File: src/hw/rtl/gabp_pkg.sv
package gabp_pkg;

    localparam int ROWS_DEF   = 8;
    localparam int COLS_DEF   = 16;

    // payload widths
    localparam int ROW_W      = 3;
    localparam int COL_W      = 4;
    localparam int STATUS_W   = 2;
    localparam int LEN_W      = 7;
    localparam int CFG_IDX_W  = 2;
    localparam int CFG_DATA_W = 4;

    // internal coordinate and heuristic widths, sized for the largest grid
    localparam int COORD_W    = 5;
    localparam int D2_W       = 11;
    localparam int H_W        = 22;
    localparam int FRAC_W     = 16;

    localparam logic OP_PLACE = 1'b0;
    localparam logic OP_QUERY = 1'b1;

    localparam logic [STATUS_W-1:0] ST_PLACED  = 2'd0;
    localparam logic [STATUS_W-1:0] ST_CUT     = 2'd1;
    localparam logic [STATUS_W-1:0] ST_REFUSED = 2'd2;
    localparam logic [STATUS_W-1:0] ST_QUERY   = 2'd3;

    localparam logic [CFG_IDX_W-1:0] CFG_START_ROW = 2'd0;
    localparam logic [CFG_IDX_W-1:0] CFG_START_COL = 2'd1;
    localparam logic [CFG_IDX_W-1:0] CFG_GOAL_ROW  = 2'd2;
    localparam logic [CFG_IDX_W-1:0] CFG_GOAL_COL  = 2'd3;

    localparam logic [1:0] DIR_UP    = 2'd0;
    localparam logic [1:0] DIR_DOWN  = 2'd1;
    localparam logic [1:0] DIR_LEFT  = 2'd2;
    localparam logic [1:0] DIR_RIGHT = 2'd3;

    typedef enum logic [4:0] {
        S_CLR, S_IDLE, S_Q_RD, S_Q_CHK, S_SINIT, S_SCLR, S_GOAL,
        S_NB_RD, S_NB_CHK, S_H_GO, S_H_WAIT, S_NB_WR, S_NB_NEXT,
        S_SCAN, S_POP, S_OK, S_FAIL, S_PCLR, S_W_RD, S_W_CHK,
        S_DONE, S_FIN_RD, S_FIN
    } t_state;

    typedef enum logic {MODE_UPD, MODE_PLACE} t_mode;

    typedef struct packed {
        logic           done;
        logic [H_W-1:0] root;
    } t_sqrt_rsp;

endpackage

File: src/hw/rtl/gabp_isqrt.sv
module gabp_isqrt (
    input  logic                       i_clk,
    input  logic                       i_rst_n,
    input  logic                       i_start,
    input  logic [gabp_pkg::D2_W-1:0]  i_d2,
    output gabp_pkg::t_sqrt_rsp        o_rsp
);
    import gabp_pkg::*;

    localparam int RAD_W = 2 * H_W;
    localparam int REM_W = H_W + 1;
    localparam int CNT_W = $clog2(H_W + 1);

    logic [RAD_W-1:0] r_rad, n_rad;
    logic [REM_W-1:0] r_rem, n_rem;
    logic [H_W-1:0]   r_root, n_root;
    logic [CNT_W-1:0] r_cnt, n_cnt;
    logic             r_busy, n_busy;
    logic             r_done, n_done;
    logic [H_W+2:0]   rem_sh;
    logic [H_W+2:0]   trial;

    // one result bit per cycle, two radicand bits shifted in each step
    always_comb begin
        rem_sh = {r_rem, r_rad[RAD_W-1 -: 2]};
        trial  = {1'b0, r_root, 2'b01};
        n_rad  = r_rad;
        n_rem  = r_rem;
        n_root = r_root;
        n_cnt  = r_cnt;
        n_busy = r_busy;
        n_done = 1'b0;
        if (i_start) begin
            n_rad  = RAD_W'(i_d2) << (2 * FRAC_W);
            n_rem  = '0;
            n_root = '0;
            n_cnt  = CNT_W'(H_W);
            n_busy = 1'b1;
        end else if (r_busy) begin
            n_rad = r_rad << 2;
            if (rem_sh >= trial) begin
                n_rem  = REM_W'(rem_sh - trial);
                n_root = {r_root[H_W-2:0], 1'b1};
            end else begin
                n_rem  = REM_W'(rem_sh);
                n_root = {r_root[H_W-2:0], 1'b0};
            end
            n_cnt = r_cnt - 1'b1;
            if (r_cnt == CNT_W'(1)) begin
                n_busy = 1'b0;
                n_done = 1'b1;
            end
        end
    end

    always_ff @(posedge i_clk) begin
        if (!i_rst_n) begin
            r_busy <= 1'b0;
            r_done <= 1'b0;
            r_cnt  <= '0;
        end else begin
            r_busy <= n_busy;
            r_done <= n_done;
            r_cnt  <= n_cnt;
        end
        r_rad  <= n_rad;
        r_rem  <= n_rem;
        r_root <= n_root;
    end

    assign o_rsp.done = r_done;
    assign o_rsp.root = r_root;

endmodule

File: config.mk
export PLATFORM = sky130hd
export DESIGN_NAME = gabp_isqrt
export DESIGN_NICKNAME = d
export VERILOG_FILES = /design/src/hw/rtl/gabp_pkg.sv /design/src/hw/rtl/gabp_isqrt.sv
export SDC_FILE = /design/constraint.sdc
export NUM_CORES = 1
export LEC_CHECK = 0
export ABC_CLOCK_PERIOD_IN_PS = 3100
export BUFFER_PORTS_ARGS = -buffer_cell sky130_fd_sc_hd__buf_2
export CAP_MARGIN = 20
export CORE_MARGIN = 4
export CORE_UTILIZATION = 40
export DETAILED_ROUTE_END_ITERATION = 10
export REMOVE_ABC_BUFFERS = 1
export SLEW_MARGIN = 15
export SYNTH_ARGS = -nofsm -noshare
export SYNTH_HDL_FRONTEND = slang
export SYNTH_SLANG_ARGS = --single-unit
File: constraint.sdc
create_clock -name i_clk -period 3.1 [get_ports i_clk]
set_input_delay 0.62 -clock i_clk [delete_from_list [all_inputs] [get_ports i_clk]]
set_output_delay 0.62 -clock i_clk [all_outputs]
set_load 0.01 [all_outputs]
==> metrics.yaml, run 1 <==
synth:
  ys_ff_latch: 64
  yosys.area.top_type: "dfxtp_1"
  yosysUniqueCellTypes: 67
  synth_edf_count: 11
  synthCells: 448
  synth_flop_cell: "dfxtp_1"
  avgSynthCellArea_sq_um: 9.07
  ys_seq_area_share_pct: 34.2
  yosys_warnings: 0
  yosysTopAreaCellShare_pct: 26.1
  syn-cell-area_sq_um: 4060
  ys_async_sr_fraction_pct: 0
  synth_most_common_cell: "nor2_1"
  synth_area_leaders: "dfxtp_1 (26%), mux2i_1 (8.9%), edfxtp_1 (8.1%), ha_1 (8.0%), nor2_1 (5.4%)"
  synth_commonest_cells: "nor2_1 (58), dfxtp_1 (53), mux2i_1 (36)"
worst_setup_path:
  cp_max_fo: 12
  crit_chain: "inv_1 > ha_1 > nand3_1 > nor2_1 > nand3_1 > o31ai_1 > o21ai_4 > buf_4 > nor4_1 > o31ai_1"
  cp_top_family: "simple AND/OR/NAND/NOR gates"
  max_stage_delay_ps: 480
  critPathSlowestCell: "ha_1"
  r2r_slack_ps: 300
  worstSetupPathType: "reg2reg"
  arrival_ps: 3020
  cp-start-kind: "flop"
  worstSetupEndpointType: "flop"
  path_buf_inv: 2
  cp.required_ps: 3320
layout:
  final_core_util_pct: 46.3
  drive_above_1_share_pct: 17.4
  nets: 519
  diodes: 0
  syn_to_final_growth_pct: 11.9
  num-fill-cells: 1002
die:
  start_util_pct: 41.4
  core_sq_um: 9820
  io_pins: 37
  die_w_microns: 109
  std_cell_rows: 36
  fp.dieArea_sq_um: 11800
  die_height_microns: 109
sta:
  final_max_slew_viol_count: 0
  worst_pin_slew_ps: 592
  rsz0062_at_grt: "false"
  finalSetupViolCount: 0
  tns_ps: 0
  fin_crit_sh_pct: 90.3
  max_freq_mhz: 357
  clock-skew-final_ps: 11.9
  relSlewSlack_pct: 60.6
  fin_crit_ps: 2800
  fin_hold_ws_ps: 457
  hold_viol_final: 0
routing:
  drtIter0Drc: 136
  post_drt_wl_per_cell_microns: 13.8
  drc_errors: 0
  viasPerCell: 5.19
  vias: 3201
  postRouteWirelength_mm: 8.51
  ant_nets: 0
  first_pass_iters: 4
clocking:
  cts_setup_buffers: 0
  cts_tree: "yes"
  cts_hold_buf: 0
  clkTransAtPathRegs_ps: 70
  htree_levels: 3
  clock-sinks: 64
  cts.root.buffer_cell: "clkbuf_8"
  cts_resized: 0
  cts_buffers: 9
  clk_latency_ps: 350
  cts.path.max_buffers: 2
grt:
  grt.total_usage_pct: 15.4
  grt_pass1_vias: 3132
  grt_overflow: 0
  grt_max_degree: 48
  antenna_found_initial: 0
  grt_pass1_wl_mm: 14.7
status:
  status: "finished clean"
placement:
  hpwl_mm: 6.21
  place.gp.congestion: 0.880
  numPortBuffers: 36
pwr:
  vdd_drop_max_v: 0.000404
  leakagePower_nw: 1.88
  powerDensity_nw_per_um2: 975
flow_run:
  maxCapViolCount: 0
min_path:
  min-delay-path-class: "reg2reg"
[placed cells by master (no fill, tap or decap), types with 5 or more instances in the layout]
cell type,count
nand2b_1,5
a211oi_1,15
nor3_1,6
nor4_1,6
nand2_1,22
edfxtp_1,11
xor2_1,8
nor2_1,58
buf_4,8
o21a_1,6
a21o_1,9
clkbuf_8,9
nand3_1,6
mux2i_1,36
dfxtp_1,52
o31ai_1,5
o21ai_0,13
buf_2,36
mux2_2,11
inv_1,31
a21oi_1,19
xnor2_1,11
ha_1,26
[final timing paths]
check / cells after the start / start / end
hold / removal: 2 / r_rem[21] / r_rem[21]
hold reg to reg: 2 / r_rem[21] / r_rem[21]
setup / recovery: 10 / r_root[10] / r_rem[14]
setup reg to reg: 10 / r_root[10] / r_rem[14]
[flip-flops by register name, summed over array words and instances (netlist names)]
| register | flops |
|---|---|
| r_rem | 23 |
| r_root | 22 |
| r_rad | 12 |
| r_cnt | 5 |
| r_busy | 1 |
| r_done | 1 |
[through the flow]
step	total power, W	worst slack, ps	std cells	cell area [sq um]
floorplan	0.00303	303	424	3920
global placement	0.00363	311	601	4330
detailed placement	0.00364	271	601	4330
CTS	0.00447	283	617	4550
global route	0.00481	89.9	617	4550
finish	0.00443	301	617	4550
[final cells by class]
| cell class | count | area, sq um | share of cell area, % |
|---|---|---|---|
| clock buffers | 9 | 124 | 2.72 |
| clock inverters | 7 | 95.1 | 2.09 |
| inverters | 31 | 116 | 2.56 |
| multi-input cells | 329 | 2410 | 53.1 |
| flip-flops and latches | 64 | 1390 | 30.6 |
| well taps | 133 | 166 | 3.66 |
| repair buffers | 44 | 240 | 5.28 |
[cells by family (layout without fill, tap and decap cells)]
| family | after synthesis | in the layout | share of synthesized area [%] |
|---|---|---|---|
| xor gates and xnor gates | 19 | 19 | 4.09 |
| DFF | 64 | 64 | 34.2 |
| adders and majority gates | 26 | 26 | 8.00 |
| and+or+nand+nor | 135 | 135 | 16.3 |
| buffers and inverters | 55 | 91 | 6.37 |
| muxes | 47 | 47 | 11.9 |
| AOI/OAI and AO/OA | 102 | 102 | 19.0 |
[where the power goes]
part           switching, W  internal, W  total [W]
Sequential        0.0000839     0.000959    0.00104
Combinational       0.00140      0.00120    0.00260
Clock              0.000344     0.000452   0.000796
[routing by layer]
layer	vias to the layer above	global-route usage, %	routed length (microns)
met1	1479	19.8	4100
met2	51	25.2	3990
li1	1667	-	-
met5	-	0	0
met4	0	4.42	65
met3	4	4.26	357
[worst register-to-register path, stage by stage (launching register included)]
cell	delay [ps]
dfxtp_1	360
inv_1	60
ha_1	480
nand3_1	200
nor2_1	150
nand3_1	90
o31ai_1	400
o21ai_4	200
buf_4	210
nor4_1	410
o31ai_1	120
Note: power is estimated with default switching activity, not from simulation.
==> run 2: changes to the inputs <==
--- a/config.mk
+++ b/config.mk
@@ -5,7 +5,7 @@
 export SDC_FILE = /design/constraint.sdc
 export NUM_CORES = 1
 export LEC_CHECK = 0
-export ABC_CLOCK_PERIOD_IN_PS = 3100
+export ABC_CLOCK_PERIOD_IN_PS = 2280
 export BUFFER_PORTS_ARGS = -buffer_cell sky130_fd_sc_hd__buf_2
 export CAP_MARGIN = 20
 export CORE_MARGIN = 4
==> constraint.sdc (replaced) <==
create_clock -name i_clk -period 2.28 [get_ports i_clk]
set_input_delay 0.456 -clock i_clk [delete_from_list [all_inputs] [get_ports i_clk]]
set_output_delay 0.456 -clock i_clk [all_outputs]
set_load 0.01 [all_outputs]
==> run 2 against run 1 <==
  * The flow now finishes with violations (negative setup slack)
  * Critical path depth is 2 higher
  * Power up 99%
  * Die area stayed put
  * Final area up 31%
  * Via count increased by 20%
  * Fmax up 14%
  * Non-clock buffer count increased by 126
  * Worst hold slack got worse by 86 ps
  * Clock power grew 20%
  * Combinational power up 150%
  * Largest cell class unchanged
  * Highest routed layer unchanged
==> metrics.yaml, run 2 (synthesis results as in run 1) <==
die:
  std_cell_rows: 36  # unchanged
  io_pins: 37  # unchanged
  start_util_pct: 41.4  # unchanged
  core_sq_um: 9820  # unchanged
  die_height_microns: 109  # unchanged
  fp.dieArea_sq_um: 11800  # unchanged
  die_w_microns: 109  # unchanged
status:
  violations: "negative setup slack"
  status: "finished, violations left"
sta:
  rsz0062_at_grt: "true"
  fin_hold_ws_ps: 371  # -86.4 ps
  max_freq_mhz: 409  # +14%
  worst_pin_slew_ps: 469  # -123 ps
  hold_viol_final: 0  # unchanged
  fin_crit_sh_pct: 107  # +17 points
  relSlewSlack_pct: 68.7  # +8.2 points
  finalSetupViolCount: 24  # +24
  setup_slack_ps: -167  # -468 ps
  final_max_slew_viol_count: 0  # unchanged
  clock-skew-final_ps: 8.69  # -3.22 ps
  tns_ps: -2080  # -2080 ps
  fin_crit_ps: 2450  # -352 ps
worst_setup_path:
  cp_max_fo: 6  # -6
  crit_chain: "inv_2 > ha_4 > o21a_1 > o22ai_2 > buf_6 > o211a_4 > o21ai_4 > o21ai_4 > buf_12 > buf_8 > or4b_1 > nand3_1"
  max_stage_delay_ps: 460  # -20 ps
  critPathSlowestCell: "or4b_1"
  worstSetupPathType: "reg2reg"
  path_common_cell: "o21ai_4"
  worstSetupEndpointType: "flop"
  arrival_ps: 2740  # -280 ps
  cp-start-kind: "flop"
  cp.required_ps: 2570  # -750 ps
clocking:
  clock-sinks: 64  # unchanged
  cts_buffers: 9  # unchanged
  cts.path.max_buffers: 2  # unchanged
  clkTransAtPathRegs_ps: 80  # about the same
  cts.root.buffer_cell: "clkbuf_8"
  cts_tree: "yes"
  htree_levels: 3  # unchanged
  clk_latency_ps: 350  # about the same
  cts_hold_buf: 0  # unchanged
placement:
  numPortBuffers: 36  # unchanged
  hpwl_mm: 7.50  # +21%
  dp.cells: 702  # +17%
  post-place-ws_ps: -226  # -498 ps
  place.gp.congestion: 0.892  # +1.3%
grt:
  grt.total_usage_pct: 18.8  # +3.4 points
  grt_overflow: 0  # unchanged
  grt_max_degree: 38  # -21%
  antenna_found_initial: 0  # unchanged
  grt_pass1_vias: 3883  # +24%
  grt_pass1_wl_mm: 17.7  # +21%
min_path:
  min-delay-path-class: "in2reg"
routing:
  vias: 3854  # +20%
  wl_met1_mm: 5.10  # +24%
  drc_errors: 0  # unchanged
  drtIter0Drc: 148  # +8.8%
  met3_wirelength_microns: 241  # -32%
  post_drt_wl_per_cell_microns: 15.0  # +8.4%
  viasPerCell: 5.19  # about the same
  ant_nets: 0  # unchanged
  postRouteWirelength_mm: 11.1  # +31%
  wl_met2_mm: 5.60  # +41%
  first_pass_iters: 4  # unchanged
  maxUsedRoutingLayer: "met4"
layout:
  regMostFlops: "r_rem"
  nets: 645  # +24%
  top_regs: "r_rem (23), r_root (22), r_rad (12)"
  drive_above_1_share_pct: 44.3  # +27 points
  final_common_cell: "buf_4"
  final_cell_mix: "buf_4 (121), nor2_1 (57), dfxtp_1 (40), buf_2 (36), mux2i_1 (35)"
  stdcell_count: 743  # +20%
  diodes: 0  # unchanged
  largest_reg_flops: 23  # unchanged
  syn_to_final_growth_pct: 46.7
pwr:
  leakagePower_nw: 2.62  # +39%
  vdd_drop_max_v: 0.000762  # +89%
  powerDensity_nw_per_um2: 1480  # +52%
  p_total_w: 0.00883  # +99%
flow_run:
  maxCapViolCount: 0  # unchanged
[run 2: changes by cell type in the layout (fill, tap and decap cells not counted), moves of 4 or more]
| cell | previous run | this run |
|---|---|---|
| buf_6 | 0 | 6 |
| dfxtp_1 | 52 | 40 |
| buf_8 | 0 | 4 |
| inv_1 | 31 | 27 |
| dfxtp_2 | 1 | 13 |
| ha_4 | 0 | 12 |
| inv_2 | 0 | 4 |
| buf_4 | 8 | 121 |
| ha_1 | 26 | 13 |
[run 2: critical path, delay by kind of cell (launching register included)]
family / cells / cell delay, ps
AO/OA/AOI/OAI: 5 / 800
adder cells (fa/ha/maj): 1 / 250
buffers and inverters: 4 / 440
flip-flops: 1 / 340
AND/OR/NAND/NOR: 2 / 540
[run 2: layer usage]
layer / GRT usage, % / up-vias
met5: 0 / -
met4: 6.94 / 0
met3: 3.43 / 16
met2: 32.3 / 59
met1: 23.4 / 1856
li1: - / 1923
[run 2: layout make-up]
class	instances	area, sq um
Clock buffer	10	149
Clock inverter	6	41.3
Timing Repair Buffer	170	1280
Inverter	31	116
Fill cell	885	3860
Multi-Input combinational cell	329	2810
Sequential cell	64	1410
Tap cell	133	166
[run 2: stage by stage]
step                      util, %  area [sq um]
after floorplan                 -          3920
after global placement       51.9          5100
after detailed placement     51.9          5100
after CTS                    58.1          5700
after global routing         60.7          5960
final                        60.7          5960
[run 2: worst paths after layout]
path | start | to | slack (ps) | cells after the start
max | r_root[0] | r_rem[16] | -170 | 12
min | i_rst_n | r_cnt[4] | 370 | 2
max reg2reg | r_root[0] | r_rem[16] | -170 | 12
min reg2reg | r_rem[21] | r_rem[21] | 470 | 2
[run 2: repair_timing]
action,4_1_cts,5_1_grt
buffers inserted,17,8
resized for setup,55,38
pin swaps,25,27
endpoints found under the setup margin,24,24
[run 2: power breakdown]
group          internal, W  leakage (nW)  switching, W
combinational      0.00367          1.98       0.00278
sequential         0.00131         0.551      0.000129
clock             0.000460        0.0915      0.000492
total              0.00543          2.62       0.00340
==> run 3: changes to the inputs <==
--- a/config.mk
+++ b/config.mk
@@ -8,9 +8,12 @@
 export ABC_CLOCK_PERIOD_IN_PS = 2280
 export BUFFER_PORTS_ARGS = -buffer_cell sky130_fd_sc_hd__buf_2
 export CAP_MARGIN = 20
+export CELL_PAD_IN_SITES_DETAIL_PLACEMENT = 0
+export CELL_PAD_IN_SITES_GLOBAL_PLACEMENT = 1
 export CORE_MARGIN = 4
 export CORE_UTILIZATION = 40
 export DETAILED_ROUTE_END_ITERATION = 10
+export PLACE_DENSITY_LB_ADDON = 0.1
 export REMOVE_ABC_BUFFERS = 1
 export SLEW_MARGIN = 15
 export SYNTH_ARGS = -nofsm -noshare
==> run 3 against run 2 <==
  * The run still ends with negative setup slack left
  * Register-to-register slack better by 60 ps
  * First-iteration DRC count down 16%
  * Worst hold slack worse by 9.9 ps
  * Global-route usage up 1.4 points
==> metrics.yaml, run 3 (synthesis results as in run 1) <==
sta:
  fin_crit_ps: 2380  # -63.2 ps
  finalSetupViolCount: 16  # -33%
  hold_viol_final: 0  # unchanged
  rsz0062_at_grt: "true"
  clock-skew-final_ps: 18.8  # +10.1 ps
  relSlewSlack_pct: 70.7  # +1.9 points
  final_max_slew_viol_count: 0  # unchanged
  max_freq_mhz: 419  # +2.7%
  worst_pin_slew_ps: 440  # -29.1 ps
  fin_crit_sh_pct: 105  # -2.8 points
  setup_slack_ps: -104  # +63.2 ps
placement:
  numPortBuffers: 36  # unchanged
  post-place-ws_ps: -283  # -56.4 ps
  place.gp.congestion: 0.848  # -4.9%
  dp.cells: 710  # +1.1%
  hpwl_mm: 7.80  # +3.9%
clocking:
  clock-sinks: 64  # unchanged
  clkTransAtPathRegs_ps: 80  # about the same
  cts_tree: "yes"
  htree_levels: 3  # unchanged
  clk_latency_ps: 370  # +20 ps
  cts_hold_buf: 0  # unchanged
  cts.root.buffer_cell: "clkbuf_8"
  cts_buffers: 9  # unchanged
  cts.path.max_buffers: 2  # unchanged
die:
  std_cell_rows: 36  # unchanged
  die_height_microns: 109  # unchanged
  start_util_pct: 41.4  # unchanged
  core_sq_um: 9820  # unchanged
  io_pins: 37  # unchanged
  fp.dieArea_sq_um: 11800  # unchanged
  die_w_microns: 109  # unchanged
min_path:
  worstHoldPathCells: 2  # unchanged
  min-delay-path-class: "in2reg"
  min_to: "r_cnt[1]"
  hp-start: "i_rst_n"
worst_setup_path:
  r2r_cells: 10  # -2
  worstSetupEndpointType: "flop"
  rr_endpoint: "r_rem[13]"
  crit_chain: "ha_4 > a21oi_4 > o221ai_4 > a221oi_4 > o21ai_4 > o21ai_4 > buf_12 > buf_12 > mux2i_4 > a211oi_2"
  cp-start-kind: "flop"
  r2r_slack_ps: -100  # +60 ps
  critPathSlowestCell: "dfxtp_1"
  max_stage_delay_ps: 400  # -60 ps
  worstSetupPathType: "reg2reg"
  arrival_ps: 2610  # -130 ps
  rr_startpoint: "r_rem[10]"
  cp_max_fo: 6  # unchanged
  cp.required_ps: 2510  # -60 ps
grt:
  grt_pass1_wl_mm: 18.5  # +4.7%
  grt_overflow: 0  # unchanged
  antenna_found_initial: 0  # unchanged
  grt_max_degree: 35  # -7.9%
  grt.total_usage_pct: 20.1  # +1.4 points
  grt_pass1_vias: 3863  # -0.52%
layout:
  multi_input_area_sq_um: 2860  # +1.9%
  final_cell_mix: "buf_4 (128), nor2_1 (56), buf_2 (36), mux2i_1 (32), dfxtp_1 (31)"
  syn_to_final_growth_pct: 48.5
  largest_reg_flops: 23  # unchanged
  num-fill-cells: 932  # +5.3%
  drive_above_1_share_pct: 48.4  # +4.1 points
  seqCellArea_sq_um: 1420  # +0.80%
  stdcell_count: 745  # +0.27%
  nets: 647  # +0.31%
  final_common_cell: "buf_4"
  top_regs: "r_rem (23), r_root (22), r_rad (12)"
  regMostFlops: "r_rem"
  diodes: 0  # unchanged
pwr:
  leakagePower_nw: 2.63  # +0.61%
  powerDensity_nw_per_um2: 1460  # -1.2%
  vdd_drop_max_v: 0.000647  # -15%
routing:
  ant_nets: 0  # unchanged
  postRouteWirelength_mm: 11.1  # -0.13%
  drc_errors: 0  # unchanged
  viasPerCell: 5.11  # -1.4%
  drtIter0Drc: 125  # -16%
  first_pass_iters: 4  # unchanged
  post_drt_wl_per_cell_microns: 14.9  # -0.39%
  vias: 3810  # -1.1%
flow_run:
  maxCapViolCount: 0  # unchanged
status:
  status: "finished, violations left"
  violations: "negative setup slack"
==> run 3: cell count changes in the layout (fill, tap and decap cells not counted), sizes merged <==
cell and delta:
inv -1, clkinvlp -1, clkbuf +1, bufinv +1, buf +2
==> run 3: worst max-delay path by stage <==
stage | start | end | slack (ps) | depth (start not counted)
3_5_place_dp | r_root[14] | r_rem[4] | -280 | 10
3_3_place_gp | r_root[7] | r_rem[17] | -220 | 10
5_1_grt | r_root[10] | r_rem[13] | -200 | 11
4_1_cts | r_root[6] | r_rem[16] | -100 | 11
2_1_floorplan | r_root[18] | r_rem[1] | -520 | 9
6_report | r_rem[10] | r_rem[13] | -100 | 10
==> run 3: area by class of cell <==
cell class                      instances  area share, %
Sequential cell                        64           23.5
Multi-Input combinational cell        329           47.4
Tap cell                              133           2.76
Clock buffer                           11           2.34
Timing Repair Buffer                  172           21.1
Inverter                               31           1.93
Clock inverter                          5          0.933
==> run 3: layer usage <==
metal  track usage (%)  vias to the layer above  part of all wire, %
li1                  -                     1920                    -
met1              24.9                     1800                   44
met2              33.7                       73                   50
met3              5.80                       17                  4.1
met4              6.76                        0                  1.9
met5                 0                        -                    0
==> run 3: repair_timing <==
item                       CTS  global route
gates cloned                 1             0
gates resized for setup     68            43
buffers inserted            10             9
setup endpoints to repair   24            24
hold endpoints to repair     0             0
pin swaps                   29            33
==> run 3: where the power goes <==
part / internal, W / switching [W] / total (W)
clock: 0.000533 / 0.000471 / 0.00100
combinational: 0.00363 / 0.00276 / 0.00639
sequential: 0.00131 / 0.000127 / 0.00144
==> run 3: stage by stage <==
| step | instance area [sq um] | hold slack [ps] | util (%) | TNS, ps | power, W |
|---|---|---|---|---|---|
| after detailed placement | 5160 | 454 | 52.5 | -4890 | 0.00594 |
| after global placement | 5160 | 445 | 52.5 | -2230 | 0.00589 |
| final | 6030 | 361 | 61.4 | -616 | 0.00883 |
| after CTS | 5820 | 346 | 59.2 | -1090 | 0.00825 |
| after global routing | 6030 | 356 | 61.4 | -3170 | 0.00939 |
| after floorplan | 3920 | 432 | - | -15770 | 0.00413 |
==> run 3: worst max-delay path, delay by kind of cell, from the launching register on <==
family / cells / cell delay [ps]
adders and majority gates: 1 / 250
AOI/OAI and AO/OA: 6 / 1050
DFF: 1 / 400
muxes: 1 / 250
buffers and inverters: 2 / 290
